`config.mk`:
```
export PLATFORM = sky130hd
export DESIGN_NAME = ipv4_rx_header_check_top
export DESIGN_NICKNAME = d
export VERILOG_FILES = /design/src/rtl/ipv4rx_pkg.sv /design/src/rtl/ipv4rx_parse.sv /design/src/rtl/ipv4rx_verdict.sv /design/src/rtl/ipv4_rx_header_check_top.sv
export SDC_FILE = /design/constraint.sdc
export NUM_CORES = 1
export LEC_CHECK = 0
export BUFFER_PORTS_ARGS = -buffer_cell sky130_fd_sc_hd__buf_2
export CORE_ASPECT_RATIO = 1.2
export CORE_MARGIN = 8
export CORE_UTILIZATION = 45
export DETAILED_ROUTE_END_ITERATION = 7
export GPL_ROUTABILITY_DRIVEN = 0
export PLACE_DENSITY = 0.7
export SLEW_MARGIN = 20
export SYNTH_ARGS = -nofsm -noshare
export SYNTH_HDL_FRONTEND = slang
export SYNTH_SLANG_ARGS = --single-unit
```
`constraint.sdc`:
```
create_clock -name i_clk -period 11.8 [get_ports i_clk]
set_clock_uncertainty 0.1 [all_clocks]
set_input_delay 0 -clock i_clk [delete_from_list [all_inputs] [get_ports i_clk]]
set_output_delay 0 -clock i_clk [all_outputs]
set_load 0.03 [all_outputs]
```
`src/rtl/ipv4rx_pkg.sv`:
```
// ----------------------------------------------------------------------------
// IPv4 receive header check package
// Types, status codes and header constants shared by the parse, verdict and
// top-level modules.
// ----------------------------------------------------------------------------
package ipv4rx_pkg;

    localparam int unsigned CFG_ADDR_W = 3;
    localparam int unsigned CFG_DATA_W = 32;

    localparam logic [0:0] REG_TCP_CONN_OPEN = 1'b0;

    localparam logic [15:0] HDR_BYTES    = 16'd20;
    localparam logic [15:0] TCP_MIN_HDR  = 16'd20;
    localparam logic [15:0] BYTE_CNT_MAX = 16'hFFFF;
    localparam logic [15:0] SUM_ONES     = 16'hFFFF;

    localparam logic [15:0] POS_VER_IHL   = 16'd0;
    localparam logic [15:0] POS_TLEN_HI   = 16'd2;
    localparam logic [15:0] POS_TLEN_LO   = 16'd3;
    localparam logic [15:0] POS_PROTO     = 16'd9;
    localparam logic [15:0] POS_SRC_FIRST = 16'd12;
    localparam logic [15:0] POS_SRC_LAST  = 16'd15;
    localparam logic [15:0] POS_TCP_OFF   = 16'd32;

    localparam logic [3:0] IP_VERSION = 4'd4;
    localparam logic [3:0] IP_IHL     = 4'd5;
    localparam logic [7:0] PROTO_ICMP = 8'd1;
    localparam logic [7:0] PROTO_TCP  = 8'd6;

    typedef enum logic [3:0] {
        ST_SHORT        = 4'd0,
        ST_VERSION      = 4'd1,
        ST_IHL          = 4'd2,
        ST_LENGTH       = 4'd3,
        ST_CHECKSUM     = 4'd4,
        ST_ICMP         = 4'd5,
        ST_TCP          = 4'd6,
        ST_TCP_NO_CONN  = 4'd7,
        ST_TCP_BAD_HDR  = 4'd8,
        ST_OTHER        = 4'd9
    } t_status;

    typedef struct packed {
        logic [7:0] data_byte;
        logic       last_byte;
    } t_in_beat;

    typedef struct packed {
        t_status     status;
        logic [7:0]  protocol_num;
        logic [31:0] source_addr;
        logic [15:0] payload_length;
        logic [5:0]  tcp_header_length;
        logic [15:0] tcp_payload_length;
    } t_out_beat;

    typedef struct packed {
        logic [15:0] byte_count;
        logic [16:0] sum;
        logic [7:0]  ver_ihl;
        logic [15:0] total_length;
        logic [15:0] payload_length;
        logic [7:0]  proto;
        logic [31:0] src;
        logic [3:0]  tcp_offset;
    } t_hdr_snap;

endpackage

```
`src/rtl/ipv4rx_parse.sv`:
```
// ----------------------------------------------------------------------------
// IPv4 receive header parser
// Counts packet bytes, accumulates the header checksum and captures header
// fields; on the last byte it hands a snapshot to the verdict stage.
// ----------------------------------------------------------------------------
module ipv4rx_parse (
    input  logic                  i_clk,
    input  logic                  i_rst_n,
    input  logic                  i_in_valid,
    input  ipv4rx_pkg::t_in_beat  i_in_beat,
    output logic                  o_in_ready,
    input  logic                  i_snap_take,
    output logic                  o_snap_vld,
    output ipv4rx_pkg::t_hdr_snap o_snap
);

    logic [15:0] r_byte_index, n_byte_index;
    logic [16:0] r_sum, n_sum;
    logic [7:0]  r_high_half, n_high_half;
    logic [7:0]  r_ver_ihl, n_ver_ihl;
    logic [15:0] r_total_length, n_total_length;
    logic [7:0]  r_proto, n_proto;
    logic [31:0] r_src, n_src;
    logic [3:0]  r_tcp_offset, n_tcp_offset;
    logic        r_snap_vld;
    ipv4rx_pkg::t_hdr_snap r_snap;
    logic [17:0] w_sum_raw;
    logic        w_accept;
    logic [7:0]  w_byte;

    assign o_in_ready = !r_snap_vld || i_snap_take;
    assign w_accept   = i_in_valid && o_in_ready;
    assign w_byte     = i_in_beat.data_byte;
    assign o_snap_vld = r_snap_vld;
    assign o_snap     = r_snap;

    always_comb begin
        n_byte_index   = r_byte_index;
        n_sum          = r_sum;
        n_high_half    = r_high_half;
        n_ver_ihl      = r_ver_ihl;
        n_total_length = r_total_length;
        n_proto        = r_proto;
        n_src          = r_src;
        n_tcp_offset   = r_tcp_offset;
        w_sum_raw      = {1'b0, r_sum} + {2'b00, r_high_half, w_byte};

        if (r_byte_index < ipv4rx_pkg::HDR_BYTES) begin
            if (!r_byte_index[0]) begin
                n_high_half = w_byte;
            end else begin
                n_sum = {1'b0, w_sum_raw[15:0]} + {15'd0, w_sum_raw[17:16]};
            end
        end
        if (r_byte_index == ipv4rx_pkg::POS_VER_IHL) begin
            n_ver_ihl = w_byte;
        end
        if (r_byte_index == ipv4rx_pkg::POS_TLEN_HI) begin
            n_total_length = {w_byte, r_total_length[7:0]};
        end
        if (r_byte_index == ipv4rx_pkg::POS_TLEN_LO) begin
            n_total_length = {r_total_length[15:8], w_byte};
        end
        if (r_byte_index == ipv4rx_pkg::POS_PROTO) begin
            n_proto = w_byte;
        end
        if (r_byte_index >= ipv4rx_pkg::POS_SRC_FIRST &&
            r_byte_index <= ipv4rx_pkg::POS_SRC_LAST) begin
            n_src = {r_src[23:0], w_byte};
        end
        if (r_byte_index == ipv4rx_pkg::POS_TCP_OFF) begin
            n_tcp_offset = w_byte[7:4];
        end
        if (r_byte_index < ipv4rx_pkg::BYTE_CNT_MAX) begin
            n_byte_index = r_byte_index + 16'd1;
        end
    end

    always_ff @(posedge i_clk) begin
        if (!i_rst_n) begin
            r_byte_index   <= '0;
            r_sum          <= '0;
            r_high_half    <= '0;
            r_ver_ihl      <= '0;
            r_total_length <= '0;
            r_proto        <= '0;
            r_src          <= '0;
            r_tcp_offset   <= '0;
            r_snap_vld     <= 1'b0;
        end else begin
            if (w_accept && i_in_beat.last_byte) begin
                r_byte_index   <= '0;
                r_sum          <= '0;
                r_high_half    <= '0;
                r_ver_ihl      <= '0;
                r_total_length <= '0;
                r_proto        <= '0;
                r_src          <= '0;
                r_tcp_offset   <= '0;
                r_snap_vld     <= 1'b1;
            end else begin
                if (w_accept) begin
                    r_byte_index   <= n_byte_index;
                    r_sum          <= n_sum;
                    r_high_half    <= n_high_half;
                    r_ver_ihl      <= n_ver_ihl;
                    r_total_length <= n_total_length;
                    r_proto        <= n_proto;
                    r_src          <= n_src;
                    r_tcp_offset   <= n_tcp_offset;
                end
                if (i_snap_take) begin
                    r_snap_vld <= 1'b0;
                end
            end
        end
    end

    always_ff @(posedge i_clk) begin
        if (w_accept && i_in_beat.last_byte) begin
            r_snap.byte_count     <= n_byte_index;
            r_snap.sum            <= n_sum;
            r_snap.ver_ihl        <= n_ver_ihl;
            r_snap.total_length   <= n_total_length;
            r_snap.payload_length <= n_total_length - ipv4rx_pkg::HDR_BYTES;
            r_snap.proto          <= n_proto;
            r_snap.src            <= n_src;
            r_snap.tcp_offset     <= n_tcp_offset;
        end
    end

    a_clear_after_last: assert property (@(posedge i_clk) disable iff (!i_rst_n)
        (w_accept && i_in_beat.last_byte) |=> (r_byte_index == '0 && r_sum == '0))
        else $error("Packet state not cleared after the last beat.");

    a_snap_held: assert property (@(posedge i_clk) disable iff (!i_rst_n)
        (r_snap_vld && !i_snap_take) |=> (r_snap_vld && $stable(r_snap)))
        else $error("Pending snapshot lost or overwritten.");

    a_count_sat: assert property (@(posedge i_clk) disable iff (!i_rst_n)
        (w_accept && !i_in_beat.last_byte && r_byte_index == ipv4rx_pkg::BYTE_CNT_MAX)
        |=> (r_byte_index == ipv4rx_pkg::BYTE_CNT_MAX))
        else $error("Byte count wrapped past saturation.");

endmodule

```
`src/rtl/ipv4rx_verdict.sv`:
```
// ----------------------------------------------------------------------------
// IPv4 receive verdict stage
// Folds the header checksum, applies the drop checks and the protocol
// dispatch, and holds the result beat in the output register.
// ----------------------------------------------------------------------------
module ipv4rx_verdict (
    input  logic                  i_clk,
    input  logic                  i_rst_n,
    input  logic                  i_snap_vld,
    input  ipv4rx_pkg::t_hdr_snap i_snap,
    input  logic                  i_tcp_conn_open,
    input  logic                  i_out_ready,
    output logic                  o_snap_take,
    output logic                  o_out_valid,
    output ipv4rx_pkg::t_out_beat o_out_beat
);

    logic                  r_out_vld;
    ipv4rx_pkg::t_out_beat r_out_beat;
    ipv4rx_pkg::t_out_beat n_out_beat;
    logic [16:0]           w_fold1;
    logic [15:0]           w_fold2;
    logic [5:0]            w_thl;
    logic [15:0]           w_tpl;

    assign o_snap_take = !r_out_vld || i_out_ready;
    assign o_out_valid = r_out_vld;
    assign o_out_beat  = r_out_beat;

    always_comb begin
        w_fold1 = {1'b0, i_snap.sum[15:0]} + {16'd0, i_snap.sum[16]};
        w_fold2 = w_fold1[15:0] + {15'd0, w_fold1[16]};
        w_thl   = {i_snap.tcp_offset, 2'b00};
        w_tpl   = i_snap.payload_length - {10'd0, w_thl};

        n_out_beat = '0;
        n_out_beat.status = ipv4rx_pkg::ST_SHORT;
        priority if (i_snap.byte_count < ipv4rx_pkg::HDR_BYTES) begin
            n_out_beat.status = ipv4rx_pkg::ST_SHORT;
        end else if (i_snap.ver_ihl[7:4] != ipv4rx_pkg::IP_VERSION) begin
            n_out_beat.status = ipv4rx_pkg::ST_VERSION;
        end else if (i_snap.ver_ihl[3:0] != ipv4rx_pkg::IP_IHL) begin
            n_out_beat.status = ipv4rx_pkg::ST_IHL;
        end else if (i_snap.total_length < ipv4rx_pkg::HDR_BYTES ||
                     i_snap.total_length > i_snap.byte_count) begin
            n_out_beat.status = ipv4rx_pkg::ST_LENGTH;
        end else if (w_fold2 != ipv4rx_pkg::SUM_ONES) begin
            n_out_beat.status = ipv4rx_pkg::ST_CHECKSUM;
        end else begin
            n_out_beat.protocol_num   = i_snap.proto;
            n_out_beat.source_addr    = i_snap.src;
            n_out_beat.payload_length = i_snap.payload_length;
            priority if (i_snap.proto == ipv4rx_pkg::PROTO_ICMP) begin
                n_out_beat.status = ipv4rx_pkg::ST_ICMP;
            end else if (i_snap.proto == ipv4rx_pkg::PROTO_TCP) begin
                priority if (!i_tcp_conn_open) begin
                    n_out_beat.status = ipv4rx_pkg::ST_TCP_NO_CONN;
                end else if (i_snap.payload_length < ipv4rx_pkg::TCP_MIN_HDR ||
                             {10'd0, w_thl} < ipv4rx_pkg::TCP_MIN_HDR ||
                             {10'd0, w_thl} > i_snap.payload_length) begin
                    n_out_beat.status = ipv4rx_pkg::ST_TCP_BAD_HDR;
                end else begin
                    n_out_beat.status             = ipv4rx_pkg::ST_TCP;
                    n_out_beat.tcp_header_length  = w_thl;
                    n_out_beat.tcp_payload_length = w_tpl;
                end
            end else begin
                n_out_beat.status = ipv4rx_pkg::ST_OTHER;
            end
        end
    end

    always_ff @(posedge i_clk) begin
        if (!i_rst_n) begin
            r_out_vld <= 1'b0;
        end else if (o_snap_take) begin
            r_out_vld <= i_snap_vld;
        end
    end

    always_ff @(posedge i_clk) begin
        if (o_snap_take && i_snap_vld) begin
            r_out_beat <= n_out_beat;
        end
    end

    a_tcp_fields_zero: assert property (@(posedge i_clk) disable iff (!i_rst_n)
        (r_out_vld && r_out_beat.status != ipv4rx_pkg::ST_TCP) |->
        (r_out_beat.tcp_header_length == '0 && r_out_beat.tcp_payload_length == '0))
        else $error("TCP fields set on a non-delivered verdict.");

    a_drop_fields_zero: assert property (@(posedge i_clk) disable iff (!i_rst_n)
        (r_out_vld && (r_out_beat.status == ipv4rx_pkg::ST_SHORT ||
                       r_out_beat.status == ipv4rx_pkg::ST_VERSION ||
                       r_out_beat.status == ipv4rx_pkg::ST_IHL ||
                       r_out_beat.status == ipv4rx_pkg::ST_LENGTH ||
                       r_out_beat.status == ipv4rx_pkg::ST_CHECKSUM)) |->
        (r_out_beat.protocol_num == '0 && r_out_beat.source_addr == '0 &&
         r_out_beat.payload_length == '0))
        else $error("Header fields set on a dropped packet.");

    a_tcp_len_sum: assert property (@(posedge i_clk) disable iff (!i_rst_n)
        (r_out_vld && r_out_beat.status == ipv4rx_pkg::ST_TCP) |->
        (r_out_beat.tcp_payload_length + {10'd0, r_out_beat.tcp_header_length}
         == r_out_beat.payload_length))
        else $error("TCP lengths do not add up to the payload length.");

endmodule

```
`src/rtl/ipv4_rx_header_check_top.sv`:
```
// ----------------------------------------------------------------------------
// IPv4 receive header check, top level
// Channel   Dir  Handshake                     Payload
// in        in   i_in_valid / o_in_ready       t_in_beat (data_byte, last_byte)
// out       out  o_out_valid / i_out_ready     t_out_beat (status and fields)
// config    in   psel/penable/pwrite, pready   paddr, pwdata, prdata
//
// One byte beat is taken per cycle while o_in_ready is high; the verdict for
// a packet is registered in the parse snapshot and then the output register.
// Reset is synchronous and clears the packet state and all valid flags.
// A stalled output holds its beat; bytes keep flowing until a second verdict
// is waiting behind it, and then o_in_ready drops.
// ----------------------------------------------------------------------------
module ipv4_rx_header_check_top (
    input  logic                                  i_clk,
    input  logic                                  i_rst_n,
    input  logic                                  i_in_valid,
    output logic                                  o_in_ready,
    input  ipv4rx_pkg::t_in_beat                  i_in_beat,
    output logic                                  o_out_valid,
    input  logic                                  i_out_ready,
    output ipv4rx_pkg::t_out_beat                 o_out_beat,
    input  logic                                  psel,
    input  logic                                  penable,
    input  logic                                  pwrite,
    input  logic [ipv4rx_pkg::CFG_ADDR_W-1:0]     paddr,
    input  logic [ipv4rx_pkg::CFG_DATA_W-1:0]     pwdata,
    output logic [ipv4rx_pkg::CFG_DATA_W-1:0]     prdata,
    output logic                                  pready
);

    logic                  r_tcp_conn_open;
    logic                  w_snap_vld;
    logic                  w_snap_take;
    logic                  w_reg_sel;
    logic                  w_cfg_wr;
    ipv4rx_pkg::t_hdr_snap w_snap;

    assign pready    = 1'b1;
    assign w_reg_sel = (paddr[ipv4rx_pkg::CFG_ADDR_W-1] == ipv4rx_pkg::REG_TCP_CONN_OPEN);
    assign w_cfg_wr  = psel && penable && pwrite && pready;
    assign prdata    = w_reg_sel ? {{(ipv4rx_pkg::CFG_DATA_W-1){1'b0}}, r_tcp_conn_open}
                                 : '0;

    always_ff @(posedge i_clk) begin
        if (!i_rst_n) begin
            r_tcp_conn_open <= 1'b0;
        end else if (w_cfg_wr && w_reg_sel) begin
            r_tcp_conn_open <= pwdata[0];
        end
    end

    ipv4rx_parse u_parse (
        .i_clk       (i_clk),
        .i_rst_n     (i_rst_n),
        .i_in_valid  (i_in_valid),
        .i_in_beat   (i_in_beat),
        .o_in_ready  (o_in_ready),
        .i_snap_take (w_snap_take),
        .o_snap_vld  (w_snap_vld),
        .o_snap      (w_snap)
    );

    ipv4rx_verdict u_verdict (
        .i_clk           (i_clk),
        .i_rst_n         (i_rst_n),
        .i_snap_vld      (w_snap_vld),
        .i_snap          (w_snap),
        .i_tcp_conn_open (r_tcp_conn_open),
        .i_out_ready     (i_out_ready),
        .o_snap_take     (w_snap_take),
        .o_out_valid     (o_out_valid),
        .o_out_beat      (o_out_beat)
    );

    a_cfg_write: assert property (@(posedge i_clk) disable iff (!i_rst_n)
        (w_cfg_wr && w_reg_sel) |=> (r_tcp_conn_open == $past(pwdata[0])))
        else $error("Connection-open register not updated by a write.");

    a_stall_cause: assert property (@(posedge i_clk) disable iff (!i_rst_n)
        !o_in_ready |-> (o_out_valid && !i_out_ready && w_snap_vld))
        else $error("Input stalled without a full output path.");

    a_last_to_out: assert property (@(posedge i_clk) disable iff (!i_rst_n)
        (i_in_valid && o_in_ready && i_in_beat.last_byte && !o_out_valid)
        |=> ##1 o_out_valid)
        else $error("Verdict missing two cycles after the last beat.");

endmodule
```
## After elaboration in Yosys (flattened, before gate mapping)

Cells that the tools add are included.

| storage, ports and cells | value |
|---|---|
| word-level logic and storage cells | 104 |
| bits of input ports | 51 |
| register bits | 311 |
| output and inout bits | 117 |

| operators by class | value |
|---|---|
| muxes and demuxes | 20 |
| equal/unequal tests | 9 |
| magnitude comparators | 10 |
| bitwise logic cells | 5 |
| add/subtract/negate cells | 7 |
| reduce and logical (&&, ||, !) cells | 24 |

Operator list:

| operator | number |
|---|---|
| 16-bit by 5-bit < comparator with 1-bit output (second input constant) | 4 |
| 16-bit two-way mux | 3 |
| 17-bit two-way mux | 2 |
| 16-bit by 2-bit == test with 1-bit output (second input constant) | 2 |
| 32-bit two-way mux | 1 |
| 17-bit by 16-bit adder with 18-bit output | 1 |
| 16-bit by 1-bit adder with 17-bit output | 1 |
| 16-bit by 2-bit adder with 17-bit output | 1 |
| 16-bit by 1-bit adder with 16-bit output | 1 |
| 16-bit by 1-bit adder with 16-bit output (second input constant) | 1 |
| 16-bit by 4-bit == test with 1-bit output (second input constant) | 1 |
| 16-bit by 6-bit == test with 1-bit output (second input constant) | 1 |
| 16-bit by 4-bit >= comparator with 1-bit output (second input constant) | 1 |
| 16-bit > comparator | 1 |
| 6-bit by 16-bit > comparator with 1-bit output | 1 |
| 16-bit by 4-bit less-or-equal comparator with 1-bit output (second input constant) | 1 |
| 16-bit logical NOT | 1 |
| 16-bit < comparator (second input constant) | 1 |
| 4-bit two-way mux | 4 |
| 8-bit two-way mux | 2 |
| 16-bit != test (second input constant) | 1 |
| 16-bit by 5-bit subtractor with 16-bit output (second input constant) | 1 |
| 16-bit by 6-bit subtractor with 16-bit output | 1 |
| 9-bit OR reduction | 1 |
| 18 further kinds | 40 |

## Depth between registers and ports, before layout

Gate-level depths: netlist of the first run.

| logic depth | value |
|---|---|
| word-level depth | 11 |
| mapped depth | 21 |

## Modules after synthesis

A second synthesis of the first run with hierarchy kept.

| second synthesis, totals | value |
|---|---|
| cells, all modules | 1558 |
| area total of the unflattened synthesis | 15881.5 um^2 |

Modules (own cells, without submodules):

| module | cells an instance | area an instance (um^2) | instances | seq. area each (um^2) |
|---|---|---|---|---|
| ipv4rx_parse | 1026 | 10515.1 | 1 | 5655.4 |
| ipv4rx_verdict | 492 | 5051.1 | 1 | 2422.3 |
| ipv4_rx_header_check_top | 40 | 315.3 | 1 | 20.0 |

## Worst setup path after synthesis of the first run

No wires, ideal clock.

| timing path | value |
|---|---|
| path type | register -> register |
| start | register u_verdict.r_out_vld (netlist: u_verdict.o_out_valid) |
| end | register u_verdict.r_out_beat, in the netlist u_verdict.o_out_beat[0] (enable) |
| setup time | 0.529 ns |
| required time | 11.171 ns |
| arrival | 4.149 ns |
| slack | 7.022 ns |
| stages on the path, launching flop included | 3 |
| clock period less this slack | 4.778 ns |
| cells stage by stage | dfxtp_1 -> nor2b_1 -> nor2b_1 |

| between the ends | value |
|---|---|
| cells in the longest elaborated chain, start to end | 3 |

Ends and longest elaborated chain:

| element | line | RTL |
|---|---|---|
| from (decl) | ipv4rx_verdict.sv:18 | `logic r_out_vld;` |
| from (signal assigned) | ipv4rx_verdict.sv:77 | `r_out_vld <= i_snap_vld;` |
| 1-bit logical NOT | ipv4rx_verdict.sv:26 | `assign o_snap_take = !r_out_vld \|\| i_out_ready;` |
| 1-bit logical OR | ipv4rx_verdict.sv:26 |  |
| 1-bit logical AND | ipv4rx_verdict.sv:82 | `if (o_snap_take && i_snap_vld) begin` |
| to (signal assigned) | ipv4rx_verdict.sv:83 | `r_out_beat <= n_out_beat;` |
| to (decl) | ipv4rx_verdict.sv:19 | `ipv4rx_pkg::t_out_beat r_out_beat;` |

No other way between the ends.
A chain may end at the register's enable or synchronous reset.

## Final worst setup path of the first run

| timing path | value |
|---|---|
| start | register u_parse.r_sum[4] |
| end | register u_parse.r_sum[14] |

| between the ends | value |
|---|---|
| cells in the longest elaborated chain, start to end | 4 |

Ends and longest elaborated chain:

| element | line | RTL |
|---|---|---|
| from (decl) | ipv4rx_parse.sv:18 | `logic [16:0] r_sum, n_sum;` |
| from (signal assigned) | ipv4rx_parse.sv:104 | `r_sum <= n_sum;` |
| 17-bit by 16-bit adder with 18-bit output | ipv4rx_parse.sv:46 | `w_sum_raw = {1'b0, r_sum} + {2'b00, r_high_half, w_byte};` |
| 16-bit by 2-bit adder with 17-bit output | ipv4rx_parse.sv:52 | `n_sum = {1'b0, w_sum_raw[15:0]} + {15'd0, w_sum_raw[17:16]};` |
| 17-bit two-way mux | ipv4rx_parse.sv:49 | `if (!r_byte_index[0]) begin` |
| 17-bit two-way mux | ipv4rx_parse.sv:48 | `if (r_byte_index < ipv4rx_pkg::HDR_BYTES) begin` |

No other way between the ends.

==> impl_summary.txt, run 1 <==
----------------------------------------------------
[Run status]
  Run status ... complete, no violations

[Setup path]
  Ordered list of cells on the worst path ... ha_1 > a21o_1 > a21oi_1 > a21oi_1 > or4_1 > o211ai_1 > o21bai_1 > a21oi_1 > xnor2_1 > ha_1 > inv_1 > fa_1 > nor3b_1 > buf_4 > nand4_1 > or2_2 > nor3b_1 > or3_1
  Critical Path End Type ... register
  Arrival time reported for the critical path endpoint ... between 5 and 6 ns
  R2r startpoint ... u_parse.r_sum[4]$_SDFFE_PP0P_
  R2R depth ... 18
  Timing endpoint of the critical path ... u_parse.r_sum[14]$_SDFFE_PP0P_
  Biggest fanout along the worst timing path ... 10
  Worst reg-to-reg setup slack ... 6.93 ns
  Critical Path Slowest Stage Cell ... sky130_fd_sc_hd__or4_1
  Largest incremental delay on the critical path ... 0.53 ns
  Critical path start-end classification ... register to register
  Crit path top cell by count ... sky130_fd_sc_hd__a21oi_1
  Critical Path Start ... u_parse.r_sum[4]$_SDFFE_PP0P_
  Required time worst endpoint ... about 12 ns
  Setup crit start kind ... register
  Reg-to-reg critical path endpoint ... u_parse.r_sum[14]$_SDFFE_PP0P_

[Synth]
  Flip-flop cell with the highest count after synthesis ... sky130_fd_sc_hd__edfxtp_1
  Count of mapped cells out of synthesis ... approximately 1400
  Seq/Total Area, Yosys ... 0.544
  Async set-reset flop share out of synthesis ... 0
  Area contributors post-synth ... sky130_fd_sc_hd__edfxtp_1 39%, sky130_fd_sc_hd__dfxtp_1 15%, sky130_fd_sc_hd__nand2_1 4.7%
  Number of synthesized flops with an enable pin ... 195
  Area leader, netlist ... sky130_fd_sc_hd__edfxtp_1
  Proportion of netlist area held by the largest area contributor ... 0.393
  Cell area after technology mapping ... between 10000 and 15000 sq um
  Number of flip-flops and latches in the synthesized netlist ... just over 300
  Synth unique cells ... 67
  Yosys warning total ... 0
  Post-Synthesis Mean Instance Area ... 10.5 sq um
  Most used standard cells in the synthesized netlist ... 195 x sky130_fd_sc_hd__edfxtp_1, 185 x sky130_fd_sc_hd__nand2_1, 112 x sky130_fd_sc_hd__dfxtp_1
  Leading cell type by number of instances after synthesis ... sky130_fd_sc_hd__edfxtp_1

[GRT]
  Vias in the first global route ... around 10000
  Overflow after GRT ... 0
  GRT Util Overall ... 0.158
  Maximum number of pins on one net before global-route repair ... between 80 and 90
  Antenna violations before repair ... 0
  Global-route wire length before repair ... 51.2 mm

[Detailed routing]
  Remaining antenna violation count ... 0
  Starting DRT DRC Count ... 457
  Vias per inst ... between 5 and 6
  Via Count ... 10225
  Post-route DRC violation count ... 0
  Router iterations before antenna repair ... 4
  Final routed wire length divided by cell count ... 16.2 um
  Total length of routed wires ... between 30 and 40 mm

[Floorplanning]
  Placeable core area ... 32900 sq um
  Std-Cell Rows ... 73
  Chip Width ... 182 um
  DIE AREA ... between 30000 and 40000 sq um
  Die Y ... around 220 um
  Effective utilization at floorplan ... 0.453
  Boundary pin count ... around 170

[Timing]
  Final setup vio count ... 0
  Final setup TNS ... 0 ns
  Endpoints failing hold ... 0
  Worst hold slack across all endpoints ... 0.186 ns
  Min Tclk post-route ... just under 5 ns
  Period utilisation layout ... 0.413
  Final-report max-slew violation count ... 0
  Max transition margin ... 0.334
  Setup repair after global routing missed its margin ... no
  FMAX ... slightly above 200 MHz
  Measured slew at the worst slew-check pin ... roughly 1 ns

[Clock tree]
  TritonCTS clock tree ... yes
  Total clock sinks ... a little over 300
  Number of CTS-inserted buffers ... 30
  Clk Latency, worst-skew pair ... about 0.55 ns
  Level count of the clock H-tree ... 1
  Max clock buf depth ... 3
  Clk slew on worst S/H paths ... roughly 0.060 ns
  CTS Root Cell ... sky130_fd_sc_hd__clkbuf_16

[Finish]
  Net count reported at finish ... ~1600
  Number of cells in the finished layout apart from fillers ... 1942
  Share of cells above drive strength 1 ... 0.158
  Number of diodes ... 0
  Post-route design area ... between 15000 and 20000 sq um
  Layout overhead on the synthesized area ... 12.4%

[Placed design]
  Cell area after placement ... approximately 16000 sq um
  Number of placed instances with taps included ... between 1500 and 2000
  Port Buffers ... 100
  Half-perimeter wire length of the detailed placement result ... 21.9 mm

[Job]
  Max-capacitance violation count ... 0

[Pwr]
  Power per cell area ... 140 nW/um^2
  Maximum vdd ir drop ... between 0.0001 and 0.00015 V
  Leak pwr ... roughly 6.5 nW

[Worst hold path]
  Worst min-delay path category ... input port to output pin

----------------------------------------------------
## cell usage in the layout, fill, tap and decap left out, drive strengths merged, types with 16 or more instances in the layout
master / Yosys / routed
o21ai: 50 / 50
mux2i: 22 / 22
buf: 45 / 111
xnor2: 57 / 57
xor2: 21 / 21
edfxtp: 195 / 195
nand3: 32 / 32
a211oi: 21 / 21
nand2: 185 / 185
inv: 62 / 62
nor2: 116 / 116
a21oi: 90 / 90
ha: 47 / 47
nor3: 30 / 30
and2: 62 / 62
dlygate4sd3: 0 / 16
conb: 2 / 34
mux2: 57 / 57
clkbuf: 60 / 41
nor4: 19 / 19
dfxtp: 112 / 112
## worst min-delay path by stage
stage / startpoint / to / depth (start not counted)
2_1_floorplan: paddr[2] / prdata[0] / 1
3_3_place_gp: pwdata[0] / r_tcp_conn_open$_SDFFE_PN0P_ / 3
3_5_place_dp: pwdata[0] / r_tcp_conn_open$_SDFFE_PN0P_ / 3
4_1_cts: paddr[2] / prdata[0] / 3
5_1_grt: paddr[2] / prdata[0] / 3
6_report: paddr[2] / prdata[0] / 3
## registers in the layout, summed over array words and instances (netlist names)
| name | count |
|---|---|
| r_tcp_conn_open | 1 |
| u_parse.o_snap | 115 |
| u_parse.o_snap_vld | 1 |
| u_parse.r_byte_index | 16 |
| u_parse.r_high_half | 8 |
| u_parse.r_proto | 8 |
| u_parse.r_src | 32 |
| u_parse.r_sum | 17 |
| u_parse.r_tcp_offset | 4 |
| u_parse.r_total_length | 16 |
| u_parse.r_ver_ihl | 8 |
| u_verdict.o_out_beat | 80 |
| u_verdict.o_out_valid | 1 |
## per-layer routing
layer,GRT usage,vias up,routed length [um]
li1,-,5074,-
met1,0.190,4864,13500
met2,0.283,245,15700
met3,0.0243,42,1690
met4,0.0501,0,634
met5,0,-,0
## timing repair
action,CTS,global route
setup buffers,0,0
resized for setup,0,0
endpoints found under the hold margin,95,0
hold buffers,16,0
## per-stage QoR
| step | setup slack (ns) | power, mW | utilization |
|---|---|---|---|
| global route | 6.62 | 2.43 | 0.509 |
| CTS | 6.97 | 2.36 | 0.509 |
| detailed placement | 6.97 | 1.42 | 0.474 |
| floorplan | 7.02 | 1.38 | - |
| global placement | 7.02 | 1.41 | 0.474 |
| finish | 6.93 | 2.34 | 0.509 |
## cells by family (layout without fill, tap and decap cells)
| family | after synthesis | count (layout) | share of synthesized area |
|---|---|---|---|
| AO/OA/AOI/OAI | 215 | 215 | 0.0870 |
| XOR/XNOR | 78 | 78 | 0.0459 |
| adder cells (fa/ha/maj) | 50 | 50 | 0.0435 |
| buffers and inverters | 167 | 245 | 0.0523 |
| flip-flops | 307 | 307 | 0.544 |
| multiplexers | 79 | 79 | 0.0579 |
| other | 2 | 34 | 0.000504 |
| AND/OR/NAND/NOR | 522 | 522 | 0.169 |
## report_power, final
group          internal (mW)  switching [mW]
combinational         0.0672           0.135
sequential              1.18          0.0206
clock                  0.542           0.397
## worst max-delay path, delay by kind of cell (launching register included)
family	cells	cell delay, ns
buffers and inverters	2	0.23
and+or+nand+nor	6	1.79
xor gates and xnor gates	1	0.18
DFF	1	0.33
adders and majority gates	3	1.00
AOI/OAI and AO/OA	6	1.09
## layout make-up
type	instances	area [sq um]
fillers	2899	16100
flip-flops and latches	307	8100
multi-input cells	978	6150
clock buffers	41	876
repair buffers	127	743
well taps	412	515
inverters	62	235
clock inverters	15	111
Note: power is estimated with default switching activity, not from simulation.
==> run 2, diff against run 1 <==
--- a/config.mk
+++ b/config.mk
@@ -5,6 +5,7 @@
 export SDC_FILE = /design/constraint.sdc
 export NUM_CORES = 1
 export LEC_CHECK = 0
+export ABC_AREA = 1
 export BUFFER_PORTS_ARGS = -buffer_cell sky130_fd_sc_hd__buf_2
 export CORE_ASPECT_RATIO = 1.2
 export CORE_MARGIN = 8
==> constraint.sdc (replaced) <==
create_clock -name i_clk -period 4.8 [get_ports i_clk]
set_clock_uncertainty 0.1 [all_clocks]
set_input_delay 0 -clock i_clk [delete_from_list [all_inputs] [get_ports i_clk]]
set_output_delay 0 -clock i_clk [all_outputs]
set_load 0.03 [all_outputs]
==> impl_summary.txt, run 2 <==
----------------------------------------------------
[Run status]
  Run status ... complete, no violations

[Clock tree]
  Number of CTS-inserted buffers ... 30 (unchanged)
  Clk Latency, worst-skew pair ... 0.56 ns (about the same)
  CTS Root Cell ... sky130_fd_sc_hd__clkbuf_16
  TritonCTS clock tree ... yes
  Level count of the clock H-tree ... 1 (unchanged)
  Clk slew on worst S/H paths ... 0.06 ns (about the same)
  Total clock sinks ... 307 (unchanged)
  Resize count post-CTS ... 0 (unchanged)
  Max clock buf depth ... 3 (unchanged)

[Synth]
  Seq/Total Area, Yosys ... 0.514 (-0.0297)
  Post-Synthesis Mean Instance Area ... 8.62 sq um (-18%)
  Area leader, netlist ... sky130_fd_sc_hd__edfxtp_1
  Yosys warning total ... 0 (unchanged)
  Area contributors post-synth ... sky130_fd_sc_hd__edfxtp_1 37%, sky130_fd_sc_hd__dfxtp_1 14%, sky130_fd_sc_hd__inv_1 7.9%
  Number of synthesized flops with an enable pin ... 195 (unchanged)
  Flip-flop cell with the highest count after synthesis ... sky130_fd_sc_hd__edfxtp_1
  Synth unique cells ... 48 (-28%)
  Number of flip-flops and latches in the synthesized netlist ... 307 (unchanged)
  Async set-reset flop share out of synthesis ... 0 (unchanged)
  Most used standard cells in the synthesized netlist ... 333 x sky130_fd_sc_hd__inv_1, 306 x sky130_fd_sc_hd__nand2_1, 203 x sky130_fd_sc_hd__nor2_1
  Leading cell type by number of instances after synthesis ... sky130_fd_sc_hd__inv_1
  Count of mapped cells out of synthesis ... 1828 (+29%)
  Cell area after technology mapping ... 15800 sq um (+5.8%)
  Proportion of netlist area held by the largest area contributor ... 0.372 (-0.0215)

[Setup path]
  Ordered list of cells on the worst path ... ha_1 > inv_1 > fa_1 > inv_1 > nand2_1 > nand3_1 > nand2_1 > nand2_1 > a21oi_1 > o21ai_0 > xor2_1 > ha_1 > inv_1 > fa_1 > nor2_1 > nand3_1 > nor2_2 > and2_1 > nand2_1 > o21ai_0 > nand3_1
  Setup crit start kind ... register
  R2R depth ... 21 (+3)
  Critical Path End Type ... register
  Critical Path Slowest Stage Cell ... sky130_fd_sc_hd__fa_1
  R2r startpoint ... u_parse.r_sum[0]$_SDFFE_PP0P_
  Critical Path Start ... u_parse.r_sum[0]$_SDFFE_PP0P_
  Required time worst endpoint ... 4.99 ns (-7.14 ns)
  Critical path start-end classification ... register to register
  Crit path top cell by count ... sky130_fd_sc_hd__nand2_1
  Largest incremental delay on the critical path ... 0.43 ns (-0.10 ns)
  Arrival time reported for the critical path endpoint ... 4.42 ns (-0.78 ns)
  Biggest fanout along the worst timing path ... 4 (-6)
  Reg-to-reg critical path endpoint ... u_parse.o_snap[98]$_DFFE_PP_
  Worst reg-to-reg setup slack ... 0.56 ns (-6.36 ns)

[GRT]
  Maximum number of pins on one net before global-route repair ... 77 (-9.4%)
  Overflow after GRT ... 0 (unchanged)
  Vias in the first global route ... 11585 (+15%)
  Antenna violations before repair ... 2 (+2)
  GRT Util Overall ... 0.160 (+0.00204)
  Global-route wire length before repair ... 55.7 mm (+8.7%)

[Placed design]
  Half-perimeter wire length of the detailed placement result ... 24.2 mm (+11%)
  Cell area after placement ... 16500 sq um (+6.2%)
  Port Buffers ... 100 (unchanged)

[Timing]
  Period utilisation layout ... 0.883 (+0.470)
  Worst hold slack across all endpoints ... 0.105 ns (-0.0812 ns)
  Measured slew at the worst slew-check pin ... 1.04 ns (+0.0391 ns)
  Final setup vio count ... 0 (unchanged)
  Final setup TNS ... 0 ns (unchanged)
  Endpoints failing hold ... 0 (unchanged)
  Setup repair after global routing missed its margin ... no
  Max transition margin ... 0.306 (-0.0276)
  FMAX ... 236 MHz (+15%)
  Min Tclk post-route ... 4.24 ns (-0.636 ns)
  Final-report max-slew violation count ... 0 (unchanged)

[Detailed routing]
  Detailed-routed wire length on met2 ... 16.6 mm (+5.9%)
  Post-route DRC violation count ... 0 (unchanged)
  Router iterations before antenna repair ... 5 (+1)
  Routed length on met3 ... 2.09 mm (+24%)
  Via Count ... 11889 (+16%)
  Remaining antenna violation count ... 0 (unchanged)
  Starting DRT DRC Count ... 758 (+66%)
  Highest metal layer with signal wires ... met4
  Final routed wire length divided by cell count ... 14.1 um (-13%)
  Total length of routed wires ... 34.0 mm (+8.0%)
  Vias per inst ... 4.93 (-6.5%)
  Wire length on met1 ... 14.1 mm (+4.5%)

[Pwr]
  Leak pwr ... 8.02 nW (+23%)
  Sequential power share ... 0.504 (-0.008)
  Power per cell area ... 337 nW/um^2 (+140%)
  Share of power burned in combinational logic ... 0.110 (+0.024)
  Switching power ... 1.53 mW (+180%)
  Switching power share of the total ... 0.256 (+0.0201)
  Part of the total power dissipated in the clock network ... 0.386 (-0.015)
  Internal power contribution ... 4.43 mW (+150%)
  Maximum vdd ir drop ... 0.000274 V (+120%)

[Floorplanning]
  Die Y ... 221 um (+2.6%)
  Placeable core area ... 34700 sq um (+5.6%)
  Effective utilization at floorplan ... 0.454 (+0.000764)
  Chip Width ... 187 um (+2.6%)
  Std-Cell Rows ... 75 (+2.7%)
  Boundary pin count ... 168 (unchanged)
  DIE AREA ... 41300 sq um (+5.3%)

[Worst hold path]
  Hold path start ... i_in_valid
  Endpoint of the worst hold path ... u_parse.r_src[28]$_SDFFE_PP0P_
  Hold-critical path depth ... 4 (+1)
  Worst min-delay path category ... input port to register

[Finish]
  Layout overhead on the synthesized area ... 12.1%
  Highest-count cells in the layout ignoring fill and taps ... 331 x sky130_fd_sc_hd__inv_1, 304 x sky130_fd_sc_hd__nand2_1, 203 x sky130_fd_sc_hd__nor2_1, 195 x sky130_fd_sc_hd__edfxtp_1, 178 x sky130_fd_sc_hd__o21ai_0
  Sequential cell area in the final layout ... 8100 sq um (unchanged)
  Number of flip-flops under the largest register name ... 115 (unchanged)
  Area of the multi-input gates ... 6010 sq um (-2.3%)
  Share of cells above drive strength 1 ... 0.117 (-0.0402)
  Number of diodes ... 0 (unchanged)
  Post-route design area ... 17700 sq um (+5.5%)
  Net count reported at finish ... 2029 (+26%)
  Fill count ... 3180 (+9.7%)
  Most common cell after layout, fill and taps aside ... sky130_fd_sc_hd__inv_1

[Job]
  Max-capacitance violation count ... 0 (unchanged)

----------------------------------------------------
==> run 2: final cells by class <==
class	count	area share
Clock inverter	14	0.00638
Timing Repair Buffer	125	0.0415
Clock buffer	42	0.0486
Tap cell	462	0.0327
Sequential cell	307	0.459
Inverter	335	0.0715
Multi-Input combinational cell	1129	0.341
==> run 2: critical path, delay by kind of cell, from the launching register on <==
family | cells | cell delay, ns
AO/OA/AOI/OAI | 3 | 0.54
XOR/XNOR | 1 | 0.20
adder cells (fa/ha/maj) | 4 | 1.26
buffers and inverters | 3 | 0.25
flip-flops | 1 | 0.34
AND/OR/NAND/NOR | 10 | 1.27
==> run 2: power groups by stage <==
| stage | logic [mW] | registers (mW) | clock network (mW) |
|---|---|---|---|
| after floorplan | 0.484 | 3.07 | 0 |
| after global placement | 0.618 | 3.05 | 0 |
| after detailed placement | 0.638 | 3.06 | 0 |
| after CTS | 0.649 | 3.00 | 2.35 |
| after global routing | 0.740 | 3.01 | 2.43 |
| final | 0.654 | 3.00 | 2.30 |
==> run 2: how the worst max path moves through the flow <==
stage | endpoint | slack [ns] | cells after the start
CTS | u_verdict.o_out_beat[46]$_SDFFCE_PP0P_ | 0.59 | 24
finish | u_parse.o_snap[98]$_DFFE_PP_ | 0.56 | 21
detailed placement | u_verdict.o_out_beat[68]$_SDFFCE_PP0P_ | 0.59 | 24
global placement | u_parse.o_snap[98]$_DFFE_PP_ | 0.68 | 21
global route | u_verdict.o_out_beat[10]$_SDFFCE_PP0P_ | 0.16 | 24
floorplan | u_parse.o_snap[0]$_DFFE_PP_ | 0.92 | 5
==> run 2: layer usage <==
metal  vias up  global-route usage
met5         -                   0
met4         0              0.0631
met3        75              0.0316
met2       321               0.285
met1      5470               0.186
li1       6023                   -
==> run 2: what timing repair did <==
action,in CTS,in global routing
hold buffers,13,0
setup buffers,0,0
endpoints found under the hold margin,21,0
==> run 2: through the flow <==
stage	total power [mW]	worst slack (ns)	util	cells
2_1_floorplan	3.55	0.919	-	1860
3_3_place_gp	3.67	0.676	0.477	2345
3_5_place_dp	3.69	0.590	0.477	2345
4_1_cts	6.00	0.586	0.508	2414
5_1_grt	6.19	0.160	0.508	2414
6_report	5.95	0.563	0.508	2414
==> run 2: kinds of logic (layout without fill, tap and decap cells) <==
logic type | count (synthesis) | after routing | share of synthesized area
AO/OA/AOI/OAI | 305 | 305 | 0.102
XOR/XNOR | 45 | 45 | 0.0255
adder cells (fa/ha/maj) | 50 | 50 | 0.0411
buffers and inverters | 424 | 516 | 0.114
flip-flops | 307 | 307 | 0.514
other | 2 | 34 | 0.000477
AND/OR/NAND/NOR | 695 | 695 | 0.203
